`config.mk`:
```
export PLATFORM = sky130hd
export DESIGN_NAME = page_split_dma_command_generator_core_flat
export DESIGN_NICKNAME = d
export VERILOG_FILES = /design/src/design/psd_pkg.sv /design/src/design/psd_stream_if.sv /design/src/design/psd_front.sv /design/src/design/psd_queue.sv /design/src/design/psd_back.sv /design/src/design/page_split_dma_command_generator_core.sv /design/src/flat_wrapper.sv
export VERILOG_INCLUDE_DIRS = /design/src /design/src/design
export SDC_FILE = /design/constraint.sdc
export NUM_CORES = 1
export LEC_CHECK = 0
export ABC_CLOCK_PERIOD_IN_PS = 8500
export BUFFER_PORTS_ARGS = -buffer_cell sky130_fd_sc_hd__buf_2
export CAP_MARGIN = 20
export CELL_PAD_IN_SITES_DETAIL_PLACEMENT = 2
export CELL_PAD_IN_SITES_GLOBAL_PLACEMENT = 2
export CORE_MARGIN = 8
export CORE_UTILIZATION = 45
export CTS_CLUSTER_DIAMETER = 150
export DETAILED_ROUTE_END_ITERATION = 8
export GPL_TIMING_DRIVEN = 0
export PLACE_DENSITY = 0.92
export SETUP_SLACK_MARGIN = 0.4
export SLEW_MARGIN = 20
export SYNTH_ARGS = -nofsm -noshare
export SYNTH_HDL_FRONTEND = slang
export SYNTH_HIERARCHICAL = 1
export SYNTH_SLANG_ARGS = --single-unit
```
`constraint.sdc`:
```
create_clock -name clk -period 8.5 [get_ports clk]
set_clock_uncertainty 0.05 [all_clocks]
set_input_delay 0.425 -clock clk [delete_from_list [all_inputs] [get_ports clk]]
set_output_delay 0.425 -clock clk [all_outputs]
set_load 0.01 [all_outputs]
```
`src/design/page_split_dma_command_generator_core_assert.svh`:
```
// assertion macros used by the command generator back end
`ifndef PAGE_SPLIT_DMA_COMMAND_GENERATOR_CORE_ASSERT_SVH
`define PAGE_SPLIT_DMA_COMMAND_GENERATOR_CORE_ASSERT_SVH

// same-cycle implication, checked outside reset
`define PSD_ASSERT_IMPLY(label, clk, rst_n, lhs, rhs) \
    label: assert property (@(posedge clk) disable iff (!rst_n) (lhs) |-> (rhs)) \
        else $error("psd assertion failed");

// next-cycle implication, checked outside reset
`define PSD_ASSERT_NEXT(label, clk, rst_n, lhs, rhs) \
    label: assert property (@(posedge clk) disable iff (!rst_n) (lhs) |=> (rhs)) \
        else $error("psd assertion failed");

`endif

```
`src/design/psd_pkg.sv`:
```
// types and constants of the page-split dma command generator
`timescale 1ns / 1ps
package psd_pkg;

    localparam int MAX_LEN_LOG2 = 20;
    localparam int PAGE_BITS    = 12;
    localparam int CHUNK_LSB    = 34;
    localparam int SRC_LAST_BIT = 55;
    localparam int ATTR_LSB     = 56;
    localparam logic [12:0] PAGE_BYTES = 13'd4096;

    localparam logic [1:0] ST_OK        = 2'd0;
    localparam logic [1:0] ST_BAD_OP    = 2'd1;
    localparam logic [1:0] ST_BAD_GEOM  = 2'd2;
    localparam logic [1:0] ST_BAD_FRAME = 2'd3;

    localparam logic [1:0] Q_SRC    = 2'd0;
    localparam logic [1:0] Q_DST    = 2'd1;
    localparam logic [1:0] Q_STATUS = 2'd2;

    localparam logic [1:0] WANT_NONE = 2'd0;
    localparam logic [1:0] WANT_SRC  = 2'd1;
    localparam logic [1:0] WANT_DST  = 2'd2;

    localparam logic MODE_REQUEST = 1'b0;

    typedef enum logic [4:0] {
        PH_IDLE = 5'b00001,
        PH_SRC1 = 5'b00010,
        PH_DST1 = 5'b00100,
        PH_SRCR = 5'b01000,
        PH_DSTR = 5'b10000
    } phase_t;

    typedef struct packed {
        logic        mode;
        logic [38:0] src_addr;
        logic [38:0] dst_addr;
        logic [20:0] req_length;
        logic [2:0]  op_code;
        logic [7:0]  attribute;
        logic [21:0] frame;
    } in_item_t;

    typedef struct packed {
        logic [1:0]  target_queue;
        logic [63:0] command;
        logic [1:0]  status;
        logic [8:0]  src_pages;
        logic [9:0]  dst_pages;
        logic        op_done;
        logic [1:0]  next_wanted;
    } out_item_t;

    // classified item handed from front to back
    typedef struct packed {
        logic        mode;
        logic [1:0]  status;
        logic [8:0]  src_total;
        logic [9:0]  dst_total;
        logic [11:0] src_offset;
        logic [11:0] dst_offset;
        logic [20:0] src_len;
        logic [21:0] dst_len;
        logic [12:0] src_tail;
        logic [12:0] dst_tail;
        logic [2:0]  op_code;
        logic [7:0]  attribute;
        logic [21:0] frame;
    } rec_t;

endpackage

```
`src/design/psd_stream_if.sv`:
```
// valid/ready channel carrying one payload per transfer
`timescale 1ns / 1ps
interface psd_stream_if #(parameter type T = logic);
    logic valid;
    logic ready;
    T     data;
    modport source (output valid, output data, input ready);
    modport sink (input valid, input data, output ready);
endinterface

```
`src/design/psd_front.sv`:
```
// front: validates requests and works out page geometry
`timescale 1ns / 1ps
module psd_front (
    input  psd_pkg::in_item_t item,
    output psd_pkg::rec_t     rec
);
    import psd_pkg::*;

    logic [21:0] dlen;
    logic [39:0] src_end;
    logic [39:0] dst_end;
    logic [27:0] src_span;
    logic [27:0] dst_span;
    logic [31:0] len_limit;
    logic        geom_bad;

    always_comb
    begin
        // destination length from opcode chaining
        dlen = {1'b0, item.req_length};
        if (item.op_code == 3'd1)
        begin
            if (item.attribute[0] && item.attribute[1])
                dlen = {1'b0, item.req_length};
            else
                dlen = {item.req_length, 1'b0};
        end
        else if (item.op_code == 3'd2)
        begin
            if (item.attribute[0])
                dlen = {2'b0, item.req_length[20:1]};
        end
        else if (item.op_code == 3'd3)
        begin
            dlen = {2'b0, item.req_length[20:1]};
        end
    end

    assign src_end  = {1'b0, item.src_addr} + {19'b0, item.req_length} - 40'd1;
    assign dst_end  = {1'b0, item.dst_addr} + {18'b0, dlen} - 40'd1;
    assign src_span = src_end[39:PAGE_BITS] - {1'b0, item.src_addr[38:PAGE_BITS]};
    assign dst_span = dst_end[39:PAGE_BITS] - {1'b0, item.dst_addr[38:PAGE_BITS]};
    assign len_limit = 32'd1 << MAX_LEN_LOG2;

    assign geom_bad = (item.src_addr[5:0] != 6'd0) || (item.dst_addr[5:0] != 6'd0)
                   || (item.req_length[5:0] != 6'd0) || (dlen[5:0] != 6'd0)
                   || (item.req_length == 21'd0)
                   || ({11'b0, item.req_length} > len_limit);

    always_comb
    begin
        rec.mode       = item.mode;
        rec.status     = (item.op_code > 3'd3) ? ST_BAD_OP : (geom_bad ? ST_BAD_GEOM : ST_OK);
        rec.src_total  = src_span[8:0] + 9'd1;
        rec.dst_total  = dst_span[9:0] + 10'd1;
        rec.src_offset = item.src_addr[11:0];
        rec.dst_offset = item.dst_addr[11:0];
        rec.src_len    = item.req_length;
        rec.dst_len    = dlen;
        rec.src_tail   = {1'b0, src_end[11:0]} + 13'd1;
        rec.dst_tail   = {1'b0, dst_end[11:0]} + 13'd1;
        rec.op_code    = item.op_code;
        rec.attribute  = item.attribute;
        rec.frame      = item.frame;
    end
endmodule

```
`src/design/psd_queue.sv`:
```
// two-entry queue between front and back
`timescale 1ns / 1ps
module psd_queue (
    input  logic          clk,
    input  logic          rst_n,
    input  logic          push,
    input  psd_pkg::rec_t push_data,
    input  logic          pop,
    output psd_pkg::rec_t pop_data,
    output logic          full,
    output logic          not_empty
);
    import psd_pkg::*;

    rec_t       mem [2];
    logic       wr_ptr_reg, wr_ptr_next;
    logic       rd_ptr_reg, rd_ptr_next;
    logic [1:0] count_reg, count_next;

    assign full      = (count_reg == 2'd2);
    assign not_empty = (count_reg != 2'd0);
    assign pop_data  = mem[rd_ptr_reg];

    always_comb
    begin
        wr_ptr_next = wr_ptr_reg ^ push;
        rd_ptr_next = rd_ptr_reg ^ pop;
        count_next  = count_reg + {1'b0, push} - {1'b0, pop};
    end

    always_ff @(posedge clk)
    begin
        if (push)
            mem[wr_ptr_reg] <= push_data;
    end

    always_ff @(posedge clk or negedge rst_n)
    begin
        if (!rst_n)
        begin
            wr_ptr_reg <= 1'b0;
            rd_ptr_reg <= 1'b0;
            count_reg  <= 2'd0;
        end
        else
        begin
            wr_ptr_reg <= wr_ptr_next;
            rd_ptr_reg <= rd_ptr_next;
            count_reg  <= count_next;
        end
    end
endmodule

```
`src/design/psd_back.sv`:
```
// back: chunk sequencer building command words into an output register
`timescale 1ns / 1ps
module psd_back #(
    parameter int PHYS_BITS = 34
) (
    input  logic               clk,
    input  logic               rst_n,
    input  logic               rec_valid,
    input  psd_pkg::rec_t      rec,
    output logic               rec_pop,
    output logic               out_valid,
    input  logic               out_ready,
    output psd_pkg::out_item_t out_item
);
    import psd_pkg::*;
`include "page_split_dma_command_generator_core_assert.svh"

    localparam logic [63:0] PHYS_MASK = (64'd1 << PHYS_BITS) - 64'd1;

    phase_t      phase_reg, phase_next;
    logic [8:0]  src_total_reg, src_total_next;
    logic [9:0]  dst_total_reg, dst_total_next;
    logic [8:0]  src_issued_reg, src_issued_next;
    logic [9:0]  dst_issued_reg, dst_issued_next;
    logic [11:0] src_offset_reg, src_offset_next;
    logic [11:0] dst_offset_reg, dst_offset_next;
    logic [20:0] saved_length_reg, saved_length_next;
    logic [21:0] dst_length_reg, dst_length_next;
    logic [12:0] src_tail_reg, src_tail_next;
    logic [12:0] dst_tail_reg, dst_tail_next;
    logic [2:0]  opcode_reg, opcode_next;
    logic [7:0]  attr_reg, attr_next;
    logic        out_valid_reg;
    out_item_t   out_reg, out_next;

    logic [63:0] head;
    logic [63:0] page_addr;
    logic [12:0] src_room, dst_room;
    logic [12:0] chunk;
    logic [8:0]  src_inc;
    logic [9:0]  dst_inc;

    assign rec_pop   = rec_valid && (!out_valid_reg || out_ready);
    assign out_valid = out_valid_reg;
    assign out_item  = out_reg;

    assign head      = {attr_reg, 53'b0, opcode_reg};
    assign page_addr = ({42'b0, rec.frame} << PAGE_BITS);
    assign src_room  = PAGE_BYTES - {1'b0, src_offset_reg};
    assign dst_room  = PAGE_BYTES - {1'b0, dst_offset_reg};
    assign src_inc   = src_issued_reg + 9'd1;
    assign dst_inc   = dst_issued_reg + 10'd1;

    always_comb
    begin
        phase_next        = phase_reg;
        src_total_next    = src_total_reg;
        dst_total_next    = dst_total_reg;
        src_issued_next   = src_issued_reg;
        dst_issued_next   = dst_issued_reg;
        src_offset_next   = src_offset_reg;
        dst_offset_next   = dst_offset_reg;
        saved_length_next = saved_length_reg;
        dst_length_next   = dst_length_reg;
        src_tail_next     = src_tail_reg;
        dst_tail_next     = dst_tail_reg;
        opcode_next       = opcode_reg;
        attr_next         = attr_reg;
        chunk             = 13'd0;

        out_next.target_queue = Q_STATUS;
        out_next.command      = 64'd0;
        out_next.status       = ST_OK;
        out_next.src_pages    = src_total_reg;
        out_next.dst_pages    = dst_total_reg;
        out_next.op_done      = 1'b0;

        if (rec.mode == MODE_REQUEST)
        begin
            out_next.status = rec.status;
            if (rec.status != ST_OK)
            begin
                out_next.src_pages = 9'd0;
                out_next.dst_pages = 10'd0;
            end
            else
            begin
                // accepted request drops whatever was in flight
                phase_next         = PH_SRC1;
                src_total_next     = rec.src_total;
                dst_total_next     = rec.dst_total;
                src_issued_next    = 9'd0;
                dst_issued_next    = 10'd0;
                src_offset_next    = rec.src_offset;
                dst_offset_next    = rec.dst_offset;
                saved_length_next  = rec.src_len;
                dst_length_next    = rec.dst_len;
                src_tail_next      = rec.src_tail;
                dst_tail_next      = rec.dst_tail;
                opcode_next        = rec.op_code;
                attr_next          = rec.attribute;
                out_next.src_pages = rec.src_total;
                out_next.dst_pages = rec.dst_total;
            end
        end
        else
        begin
            case (phase_reg)
                PH_SRC1:
                begin
                    chunk = ({8'b0, src_room} > saved_length_reg) ? saved_length_reg[12:0]
                                                                  : src_room;
                    out_next.target_queue = Q_SRC;
                    out_next.command = ((page_addr + {52'b0, src_offset_reg}) & PHYS_MASK)
                                     | ({51'b0, chunk} << CHUNK_LSB) | head;
                    out_next.command[SRC_LAST_BIT] = (src_total_reg == 9'd1);
                    src_issued_next = 9'd1;
                    phase_next      = PH_DST1;
                end
                PH_DST1:
                begin
                    chunk = ({9'b0, dst_room} > dst_length_reg) ? dst_length_reg[12:0]
                                                                : dst_room;
                    out_next.target_queue = Q_DST;
                    out_next.command = ((page_addr + {52'b0, dst_offset_reg}) & PHYS_MASK)
                                     | ({51'b0, chunk} << CHUNK_LSB) | head;
                    dst_issued_next = 10'd1;
                    if (src_total_reg > 9'd1)
                        phase_next = PH_SRCR;
                    else if (dst_total_reg > 10'd1)
                        phase_next = PH_DSTR;
                    else
                    begin
                        phase_next       = PH_IDLE;
                        out_next.op_done = 1'b1;
                    end
                end
                PH_SRCR:
                begin
                    src_issued_next = src_inc;
                    out_next.target_queue = Q_SRC;
                    chunk = (src_inc >= src_total_reg) ? src_tail_reg : PAGE_BYTES;
                    out_next.command = (page_addr & PHYS_MASK) | ({51'b0, chunk} << CHUNK_LSB);
                    if (src_inc >= src_total_reg)
                    begin
                        out_next.command[SRC_LAST_BIT] = 1'b1;
                        if (dst_total_reg > 10'd1)
                            phase_next = PH_DSTR;
                        else
                        begin
                            phase_next       = PH_IDLE;
                            out_next.op_done = 1'b1;
                        end
                    end
                end
                PH_DSTR:
                begin
                    dst_issued_next = dst_inc;
                    out_next.target_queue = Q_DST;
                    chunk = (dst_inc >= dst_total_reg) ? dst_tail_reg : PAGE_BYTES;
                    out_next.command = (page_addr & PHYS_MASK) | ({51'b0, chunk} << CHUNK_LSB);
                    if (dst_inc >= dst_total_reg)
                    begin
                        phase_next       = PH_IDLE;
                        out_next.op_done = 1'b1;
                    end
                end
                default:
                begin
                    // frame with no request in flight
                    out_next.status    = ST_BAD_FRAME;
                    out_next.src_pages = 9'd0;
                    out_next.dst_pages = 10'd0;
                end
            endcase
        end

        case (phase_next)
            PH_SRC1, PH_SRCR: out_next.next_wanted = WANT_SRC;
            PH_DST1, PH_DSTR: out_next.next_wanted = WANT_DST;
            default:          out_next.next_wanted = WANT_NONE;
        endcase
    end

    always_ff @(posedge clk)
    begin
        if (rec_pop)
            out_reg <= out_next;
    end

    always_ff @(posedge clk or negedge rst_n)
    begin
        if (!rst_n)
        begin
            phase_reg        <= PH_IDLE;
            src_total_reg    <= 9'd0;
            dst_total_reg    <= 10'd0;
            src_issued_reg   <= 9'd0;
            dst_issued_reg   <= 10'd0;
            src_offset_reg   <= 12'd0;
            dst_offset_reg   <= 12'd0;
            saved_length_reg <= 21'd0;
            dst_length_reg   <= 22'd0;
            src_tail_reg     <= 13'd0;
            dst_tail_reg     <= 13'd0;
            opcode_reg       <= 3'd0;
            attr_reg         <= 8'd0;
            out_valid_reg    <= 1'b0;
        end
        else
        begin
            if (rec_pop)
            begin
                phase_reg        <= phase_next;
                src_total_reg    <= src_total_next;
                dst_total_reg    <= dst_total_next;
                src_issued_reg   <= src_issued_next;
                dst_issued_reg   <= dst_issued_next;
                src_offset_reg   <= src_offset_next;
                dst_offset_reg   <= dst_offset_next;
                saved_length_reg <= saved_length_next;
                dst_length_reg   <= dst_length_next;
                src_tail_reg     <= src_tail_next;
                dst_tail_reg     <= dst_tail_next;
                opcode_reg       <= opcode_next;
                attr_reg         <= attr_next;
            end
            if (rec_pop)
                out_valid_reg <= 1'b1;
            else if (out_ready)
                out_valid_reg <= 1'b0;
        end
    end

    `PSD_ASSERT_IMPLY(a_done_is_cmd, clk, rst_n,
        out_valid_reg && out_reg.op_done, out_reg.target_queue != Q_STATUS)
    `PSD_ASSERT_IMPLY(a_err_no_cmd, clk, rst_n,
        out_valid_reg && (out_reg.status != ST_OK), out_reg.command == 64'd0)
    `PSD_ASSERT_NEXT(a_done_goes_idle, clk, rst_n,
        rec_pop && out_next.op_done, phase_reg == PH_IDLE)
endmodule

```
`src/design/page_split_dma_command_generator_core.sv`:
```
// top level: page-split dma command generator
// path: each input transfer is written into the queue, then popped by the back end into
// its output register, from which the result leaves
// throughput: one item per cycle while the output is ready, set by the chunk sequencer in the back end
// a two-entry queue parts front and back, so input transfers continue while a result waits
// reset (rst_n, asynchronous, active low) empties the queue and output register
// and returns the sequencer to idle with all counts and saved fields cleared
`timescale 1ns / 1ps
module page_split_dma_command_generator_core #(
    parameter int PHYS_BITS    = 34
) (
    input logic                clk,
    input logic                rst_n,
    psd_stream_if.sink         in_ch,
    psd_stream_if.source       out_ch
);
    import psd_pkg::*;

    rec_t front_rec;
    rec_t queue_rec;
    logic queue_full;
    logic queue_not_empty;
    logic queue_pop;

    // front: combinational classification of each incoming transfer
    psd_front u_front (
        .item (in_ch.data),
        .rec  (front_rec)
    );

    assign in_ch.ready = !queue_full;

    // short queue so either side may stall on its own
    psd_queue u_queue (
        .clk       (clk),
        .rst_n     (rst_n),
        .push      (in_ch.valid && !queue_full),
        .push_data (front_rec),
        .pop       (queue_pop),
        .pop_data  (queue_rec),
        .full      (queue_full),
        .not_empty (queue_not_empty)
    );

    // back: sequencer and registered result
    psd_back #(
        .PHYS_BITS (PHYS_BITS)
    ) u_back (
        .clk       (clk),
        .rst_n     (rst_n),
        .rec_valid (queue_not_empty),
        .rec       (queue_rec),
        .rec_pop   (queue_pop),
        .out_valid (out_ch.valid),
        .out_ready (out_ch.ready),
        .out_item  (out_ch.data)
    );
endmodule

```
`src/flat_wrapper.sv`:
```
// flat-port wrapper written by rule: the top's interface ports become plain ports
module page_split_dma_command_generator_core_flat import psd_pkg::*;
#(
    parameter int PHYS_BITS    = 34
)
  (clk, rst_n, in_ch_valid, in_ch_data, in_ch_ready, out_ch_valid, out_ch_data, out_ch_ready);
  psd_stream_if #(.T(in_item_t)) in_ch_i ();
  psd_stream_if #(.T(out_item_t)) out_ch_i ();
  input logic clk;
  input logic rst_n;
  input wire logic [$bits(in_ch_i.valid)-1:0] in_ch_valid;
  input wire logic [$bits(in_ch_i.data)-1:0] in_ch_data;
  output wire logic [$bits(in_ch_i.ready)-1:0] in_ch_ready;
  output wire logic [$bits(out_ch_i.valid)-1:0] out_ch_valid;
  output wire logic [$bits(out_ch_i.data)-1:0] out_ch_data;
  input wire logic [$bits(out_ch_i.ready)-1:0] out_ch_ready;
  assign in_ch_i.valid = in_ch_valid;
  assign in_ch_i.data = in_ch_data;
  assign in_ch_ready = in_ch_i.ready;
  assign out_ch_valid = out_ch_i.valid;
  assign out_ch_data = out_ch_i.data;
  assign out_ch_i.ready = out_ch_ready;
  page_split_dma_command_generator_core #(.PHYS_BITS(PHYS_BITS)) u_core (.clk(clk), .rst_n(rst_n), .in_ch(in_ch_i), .out_ch(out_ch_i));
endmodule
```
Word level (Yosys, flattened, before mapping) --
Memory sizes are Yosys's and may differ from the RTL's. Index checks and enable logic that the tools add are counted.
Word-level totals: bits in registers 242, ROM bits 0, input port bits 137, memories 1, bits in latches 0, word-level logic and storage cells 141, RAM bits 296, output and inout bits 92
Cells by class: bitwise operators 10, divide/modulo/power cells 0, shift operators 0, eq/ne operators 16, order comparisons 8, reductions and logical operators 25, multiply operators 0, muxes and demuxes 39, add/sub/neg operators 18
Memory list:
- u_core.u_queue.mem | depth 2, bits a word 148, rd ports 1, clocked after memory_dff 0, wr ports 1, RTL line psd_queue.sv:15 | rec_t mem [2];
Operators by type and width (number):
- 66-bit one-hot mux with 4 select lines | 1
- 34-bit by 47-bit OR with 47-bit output | 4
- 47-bit by 64-bit OR with 64-bit output | 2
- 21-bit 2-to-1 mux | 4
- 34-bit by 12-bit adder with 34-bit output | 2
- 22-bit 2-to-1 mux | 3
- 13-bit 2-to-1 mux | 4
- 5-bit 2-to-1 mux | 6
- 12-bit by 1-bit adder with 13-bit output (second input constant) | 2
- 13-bit by 12-bit subtractor with 13-bit output (first input constant) | 2
- 6-bit nonzero test | 4
- 22-bit adder | 1
- 13-bit by 22-bit > comparator with 1-bit output | 1
- 22-bit by 1-bit subtractor with 22-bit output (second input constant) | 1
- 21-bit adder | 1
- 13-bit by 21-bit > comparator with 1-bit output | 1
- 21-bit > comparator (second input constant) | 1
- 21-bit zero test | 1
- 21-bit by 1-bit subtractor with 21-bit output (second input constant) | 1
- 10-bit by 1-bit adder with 10-bit output (second input constant) | 2
- 10-bit 2-to-1 mux | 2
- 10-bit one-hot mux with 2 select lines | 1
- 5-bit one-hot mux with 4 select lines | 1
- 19-bit 2-to-1 mux | 1
- other kinds (35) | 67

Longest topological paths before layout --
Gate-level depths: netlist (run 1).
depth after elaboration 10, gate-level depth with buffers 28

By module --
Netlist (run 1), hierarchy kept.
Modules (own cells, without submodules):
- psd_queue | seq. area each 8988.6 um^2, cells each 477, instances 1, area an instance 11317.1 um^2
- psd_back | seq. area each 6167.2 um^2, cells each 1007, instances 1, area an instance 11238.3 um^2
- psd_front | seq. area each 0.0 um^2, cells each 741, instances 1, area an instance 5238.8 um^2
- page_split_dma_command_generator_core | seq. area each 0.0 um^2, cells each 2, instances 1, area an instance 10.0 um^2

Worst setup path after synthesis (run 1) --
No wires, ideal clock.
path type input to register, from input port in_ch_data[22], to memory u_core/u_queue/mem[0][135] in the netlist's numbering, data pin, stages 26, path buffers 1, library setup time 0.264 ns, arrival 5.052 ns, required time 8.186 ns, slack 3.133 ns, cell sequence o211ai_1 > clkbuf_1 > o22a_1 > o21a_1 > inv_1 > ha_1 > inv_1 > ha_1 > nor2b_1 > o31a_2 > o21ai_0 > nand2b_1 > a21oi_1 > o21bai_1 > xnor2_1 > ha_1 > inv_1 > ha_1 > fa_1 > a21oi_1 > nor2_1 > nor3_1 > nor2_1 > o41a_1 > xnor2_1 > xnor2_1
RTL lines:
- from (decl) | RTL line flat_wrapper.sv:12 | input wire logic [$bits(in_ch_i.data)-1:0] in_ch_data;
- to (decl) | RTL line psd_queue.sv:15

==> results of run 1 <==
==> placed cells by master, fill, tap and decap left out, types with 28 or more instances in the layout <==
master,count
a21oi_1,54
a31oi_1,35
and2_1,36
buf_2,168
buf_4,89
clkbuf_1,50
clkbuf_16,58
dfrtp_1,151
dlygate4sd3_1,30
edfxtp_1,378
ha_1,164
inv_1,231
mux2_2,126
mux2_4,101
nand2_1,151
nand3_1,28
nor2_1,92
o21ai_0,110
xnor2_1,70
xor2_1,36
==> report_power, final <==
group	total, µW	leakage [µW]	internal [µW]	switching, µW
Combinational	5410	0.00702	1930	3480
Sequential	4650	0.00543	3920	734
Clock	2680	0.000922	1430	1250
Total	12700	0.0134	7280	5470
==> worst max-delay path: stages <==
cell and delay, ps:
buf_2 160, o211ai_1 840, nand2_1 590, o21ai_0 1040, ha_1 390, inv_1 70
ha_1 280, o21a_1 130, o31a_2 160, o21ai_0 310, nand2b_1 200, a21oi_1 310
o21bai_1 140, xnor2_1 150, ha_1 310, inv_1 50, ha_1 270, fa_1 490
a21oi_1 250, nor2_1 150, nor3_1 200, nor2_1 140, o41a_1 380, xnor2_1 280
xnor2_1 170
==> worst min-delay path by stage <==
stage	from	endpoint	slack, ps	cells past startpoint
global route	in_ch_data[96]	u_core/u_queue/mem[1][117]$_DFFE_PP_	20	2
detailed placement	rst_n	u_core/u_back/src_issued_reg[5]$_DFFE_PN0P_	380	1
CTS	in_ch_data[95]	u_core/u_queue/mem[1][116]$_DFFE_PP_	6	2
floorplan	rst_n	u_core/u_back/attr_reg[0]$_DFFE_PN0P_	80	0
global placement	u_core/u_back/attr_reg[6]$_DFFE_PN0P_	u_core/u_back/attr_reg[6]$_DFFE_PN0P_	430	1
finish	in_ch_data[95]	u_core/u_queue/mem[0][116]$_DFFE_PP_	30	2
==> per-layer routing <==
metal,share of wire [%],vias up
li1,-,8436
met1,34,11027
met2,48,1568
met3,8.5,655
met4,9.0,8
met5,0.040,-
==> cell usage after synthesis (5+ instances only) <==
| cell | number |
|---|---|
| nor3_1 | 19 |
| nand2_1 | 151 |
| nor2_1 | 92 |
| o211ai_1 | 9 |
| dfrtp_1 | 151 |
| clkbuf_1 | 33 |
| or3_1 | 5 |
| nor4_1 | 20 |
| a32o_1 | 5 |
| a21o_1 | 16 |
| o22a_1 | 20 |
| buf_6 | 17 |
| a22o_1 | 11 |
| buf_4 | 89 |
| a211oi_1 | 9 |
| o21ai_0 | 110 |
| buf_1 | 5 |
| edfxtp_1 | 378 |
| a31oi_1 | 35 |
| xor2_1 | 36 |
| nor2b_1 | 11 |
| a22oi_1 | 11 |
| a21oi_1 | 54 |
| xnor2_1 | 70 |
| ha_1 | 166 |
| inv_1 | 232 |
| a222oi_1 | 12 |
| mux2_4 | 101 |
| buf_2 | 15 |
| nand2b_1 | 11 |
| mux2_2 | 126 |
| and3_1 | 12 |
| nand3_1 | 28 |
| o21a_1 | 24 |
| and2_1 | 36 |
| nand4_1 | 15 |
==> logic make-up after synthesis <==
logic type                 after synthesis  share of synthesized area (%)
other                                    1                        0.01349
and+or+nand+nor                        435                          7.839
adders and majority gates              170                          7.758
muxes                                  227                          10.56
AOI/OAI and AO/OA                      365                          8.870
buffers and inverters                  392                          7.029
xor gates and xnor gates               107                          3.425
DFF                                    530                          54.51
==> through the flow <==
stage	instance area, µm²	hold WS (ps)	util [%]	power [µW]
floorplan	27830	79.41	-	7241
global placement	29590	430.8	48.22	8540
detailed placement	29830	379.0	48.60	9130
CTS	32030	6.233	52.19	12200
global route	32030	22.49	52.20	12920
finish	32060	29.15	52.24	12750
==> area by class of cell <==
cell class | count | area [µm²]
clock buffer | 82 | 1612
timing repair buffer | 192 | 1271
tap | 790 | 988.4
antenna | 10 | 25.02
fill | 5745 | 29310
inverter | 233 | 882.1
clock inverter | 28 | 289.0
multi-input combinational | 1312 | 10760
sequential | 530 | 15160
buffer | 159 | 1077
==> results.yml, run 1 <==
placed_design:
  dpl.hpwl_um: 76130
  placedCellCount: 3186
  io_buffers: 154
  gp_congestion: 0.9437
  dp_slack_ps: 886.8
floorplan:
  io_pins: 229
  initial_core_util_pct: 45.31
  core_um2: 61370
  fp.dieH_um: 264.6
  row_count: 91
  fp.dieW_um: 264.6
  dieArea_um2: 70000
detailed_routing:
  drt-total-wl_um: 130100
  ant_nets: 0
  dr_total_vias: 21694
  detail_route.wl_per_cell_um: 38.99
  drtPass1Iterations: 5
  vias_per_cell: 6.503
  drc: 0
  drt_iter0_markers: 2369
layout:
  area_growth_pct: 15.30
  fin_cells: 3336
  layout-drive-gt1-share_pct: 25.04
  fin_nets: 2793
  largest_register_ffs: 296
global_routing:
  grt_pass1_wl_um: 185400
  busiest_layer: "met2"
  grt_use_total_pct: 36.41
  grt_pass1_vias: 24171
  grt.met2_usage_pct: 61.28
  grt_max_degree: 88
  use_met1_pct: 38.65
  gr-usage-met3_pct: 10.21
  grt.overflow.total: 0
  antenna_found_initial: 13
yosys:
  ys_warn_count: 6
  synthCells: 2227
  synth_top_area_share_pct: 40.82
  yosysUniqueCellTypes: 96
  synthFlopType: "edfxtp_1"
  syn_area_per_cell_um2: 12.49
  yosysTopAreaCell: "edfxtp_1"
  synth_edf_count: 378
  async_reset_ff_share_pct: 28.68
  ys_seq_area_share_pct: 54.51
  synth_area_leaders: "edfxtp_1, dfrtp_1, ha_1"
  ys_ff_latch: 530
  syn_area_um2: 27800
clock_tree:
  cts.clk_slew.worst_paths_ps: 70
  insertion_delay_ps: 670
  cts-buffers-inserted: 58
  htreeDepth: 2
  cts_resized: 0
  postCtsHoldBufs: 30
  cts_setup_buffers: 0
  cts-root-buf: "clkbuf_16"
  clockBufferDepth: 3
  cts_tree: "built"
  clock_sinks: 530
job:
  drv_cap: 0
critical_path:
  cp-start-kind: "primary input"
  r2r-end: "u_core/u_back/out_item[69]$_SDFFCE_PN0P_"
  path_class: "in2reg"
  cp_data_arrival_time_ps: 7910
  cp_max_fo: 9
  crit_path_start: "in_ch_data[22]"
  rr_worst_depth: 15
  cp_data_required_time_ps: 8830
  reg2reg_from: "u_core/u_back/src_offset_reg[0]$_DFFE_PN0P_"
  end_kind: "flop"
  rrSetupSlack_ps: 1850
  endpoint: "u_core/u_queue/mem[0][135]$_DFFE_PP_"
outcome:
  outcome: "finished clean"
power_and_ir_drop:
  leakage_uw: 0.01338
  power_density_nw_per_um2: 397.6
  peakVddDrop_mv: 0.1960
timing:
  grt_setup_unrepaired: "false"
  period_needed_ps: 7577
  fin_crit_sh_pct: 89.14
  final_max_slew_viol_count: 0
  maxSlewHeadroom_pct: 25.36
  hold_viol_final: 0
  setup_tns_ps: 0
  fmax_mhz: 132.0
  finalSetupViolCount: 0
  worstMarginPinSlew_ps: 1108
  setup_ws_ps: 922.7
worst_hold_path:
  hold_class: "in2reg"
(Power assumes the default switching activity.)
==> run 2: changes to the inputs <==
CORE_ASPECT_RATIO = 0.75   (was not set)
==> run 2 against run 1 <==
Design area fell by 0.20%. Routed wire length decreased by 8.1%. Flip-flop and latch count stayed put. Die area up 0.12%. Register-to-register slack better by 590 ps. Sequential power fell by 2%. Critical path type unchanged. Utilization down 0.28 points. Final cell count rose by 0.21%. Via count shrank 1.6%.
==> results.yml, run 2 (synthesis gave the netlist of run 1 again) <==
outcome:
  outcome: "finished clean"
clock_tree:
  insertion_delay_ps: 650
  cts_tree: "built"
  cts_setup_buffers: 0
  postCtsHoldBufs: 30
  clock_sinks: 530
  cts_resized: 0
  htreeDepth: 2
  cts-buffers-inserted: 55
  cts.clk_slew.worst_paths_ps: 70
  clockBufferDepth: 3
  cts-root-buf: "clkbuf_16"
floorplan:
  fp.dieW_um: 303.0
  row_count: 79
  dieArea_um2: 70080
  io_pins: 229
  core_um2: 61580
  fp.dieH_um: 231.3
  initial_core_util_pct: 45.15
global_routing:
  grt_use_total_pct: 33.39
  antenna_found_initial: 7
  grt_pass1_wl_um: 171800
  grt_max_degree: 86
  use_met1_pct: 39.45
  grt.met2_usage_pct: 56.47
  grt_pass1_vias: 23449
  grt.overflow.total: 0
  busiest_layer: "met2"
  gr-usage-met3_pct: 7.253
layout:
  largest_register_ffs: 296
  fin_nets: 2791
  area_growth_pct: 15.07
  layout_commonest_cell: "edfxtp_1"
  fill_cells: 5809
  fin_cells: 3343
  layout-drive-gt1-share_pct: 25.05
  final_cell_mix: "edfxtp_1, inv_1, buf_2"
timing:
  setup_ws_ps: 1076
  hold_viol_final: 0
  maxSlewHeadroom_pct: 20.64
  grt_setup_unrepaired: "false"
  fin_crit_sh_pct: 87.35
  final_max_slew_viol_count: 0
  worstMarginPinSlew_ps: 1185
  fmax_mhz: 134.7
  setup_tns_ps: 0
  period_needed_ps: 7424
  finalSetupViolCount: 0
worst_hold_path:
  hold_class: "in2reg"
  holdPathStages: 2
  hold_path_startpoint: "in_ch_data[60]"
critical_path:
  rr_worst_depth: 13
  cp_max_fo: 9
  r2r-end: "u_core/u_back/out_item[68]$_SDFFCE_PN0P_"
  crit_path_start: "in_ch_data[22]"
  path_class: "in2reg"
  cp_data_arrival_time_ps: 7730
  endpoint: "u_core/u_queue/mem[0][135]$_DFFE_PP_"
  cp_data_required_time_ps: 8800
  reg2reg_from: "u_core/u_back/src_offset_reg[0]$_DFFE_PN0P_"
  cp-start-kind: "primary input"
  rrSetupSlack_ps: 2440
  end_kind: "flop"
detailed_routing:
  drt_iter0_markers: 2290
  dr_total_vias: 21351
  ant_nets: 0
  drt-total-wl_um: 119600
  vias_per_cell: 6.387
  drc: 0
  detail_route.wl_per_cell_um: 35.77
  drtPass1Iterations: 9
placed_design:
  dp_slack_ps: 1205
  gp_congestion: 0.9002
  dpl.hpwl_um: 77850
  io_buffers: 154
  placedCellCount: 3207
power_and_ir_drop:
  peakVddDrop_mv: 0.1961
  leakage_uw: 0.01336
  fin_total_pwr_uw: 12390
  power_density_nw_per_um2: 387.3
job:
  drv_cap: 0
## run 2: cell count changes in the layout (fill, tap and decap cells not counted), sizes merged
cell      change
clkinv        -4
clkinvlp      -1
inv           +3
buf           +1
clkbuf        -6
bufinv        +2
diode         -8
## run 2: worst min path at each step
stage | end
global placement | u_core/u_back/attr_reg[2]$_DFFE_PN0P_
floorplan | u_core/u_back/attr_reg[0]$_DFFE_PN0P_
CTS | u_core/u_queue/mem[1][108]$_DFFE_PP_
global route | u_core/u_queue/mem[1][108]$_DFFE_PP_
detailed placement | u_core/u_back/dst_tail_reg[2]$_DFFE_PN0P_
finish | u_core/u_queue/mem[1][108]$_DFFE_PP_
## run 2: metal layers
layer  wire length (µm)  vias to the layer above
met5                 46                        -
met4               7733                        6
met3              10050                      505
met2              57410                     1466
met1              44340                    10938
li1                   -                     8436
## run 2: report_power, final
| part | total, µW | switching (µW) | internal (µW) |
|---|---|---|---|
| Sequential | 4540 | 619 | 3920 |
| Clock | 2580 | 1160 | 1420 |
| Combinational | 5270 | 3350 | 1920 |
| Total | 12400 | 5130 | 7270 |
## run 2: layout make-up
type,instances,area (µm²),area share [%]
diodes,2,5.005,0.01564
inverters,233,879.6,2.749
clock inverters,28,289.0,0.9034
flip-flops and latches,530,15160,47.37
repair buffers,193,1291,4.036
multi-input cells,1312,10750,33.58
well taps,810,1013,3.168
clock buffers,76,1538,4.806
plain buffers,159,1077,3.367
## run 2: through the flow
stage | hold slack [ps] | util, % | area (µm²)
finish | 27.66 | 51.96 | 31990
global route | 28.07 | 51.95 | 31990
CTS | 6.013 | 51.95 | 31990
detailed placement | 437.5 | 48.49 | 29860
global placement | 432.0 | 48.09 | 29610
floorplan | 79.41 | - | 27830
## run 2: critical path: stages
cell and delay, ps:
buf_2 130, o211ai_1 940, nand2_1 570, o21ai_0 1000, ha_1 410, inv_1 70
ha_1 280, o21a_1 130, o31a_2 150, o21ai_0 330, nand2b_1 180, a21oi_1 320
o21bai_1 150, xnor2_1 160, ha_1 300, inv_1 40, ha_1 240, fa_1 420
a21oi_1 150, nor2_1 80, nor3_1 160, nor2_1 100, o41a_1 330, xnor2_1 160
xnor2_1 470
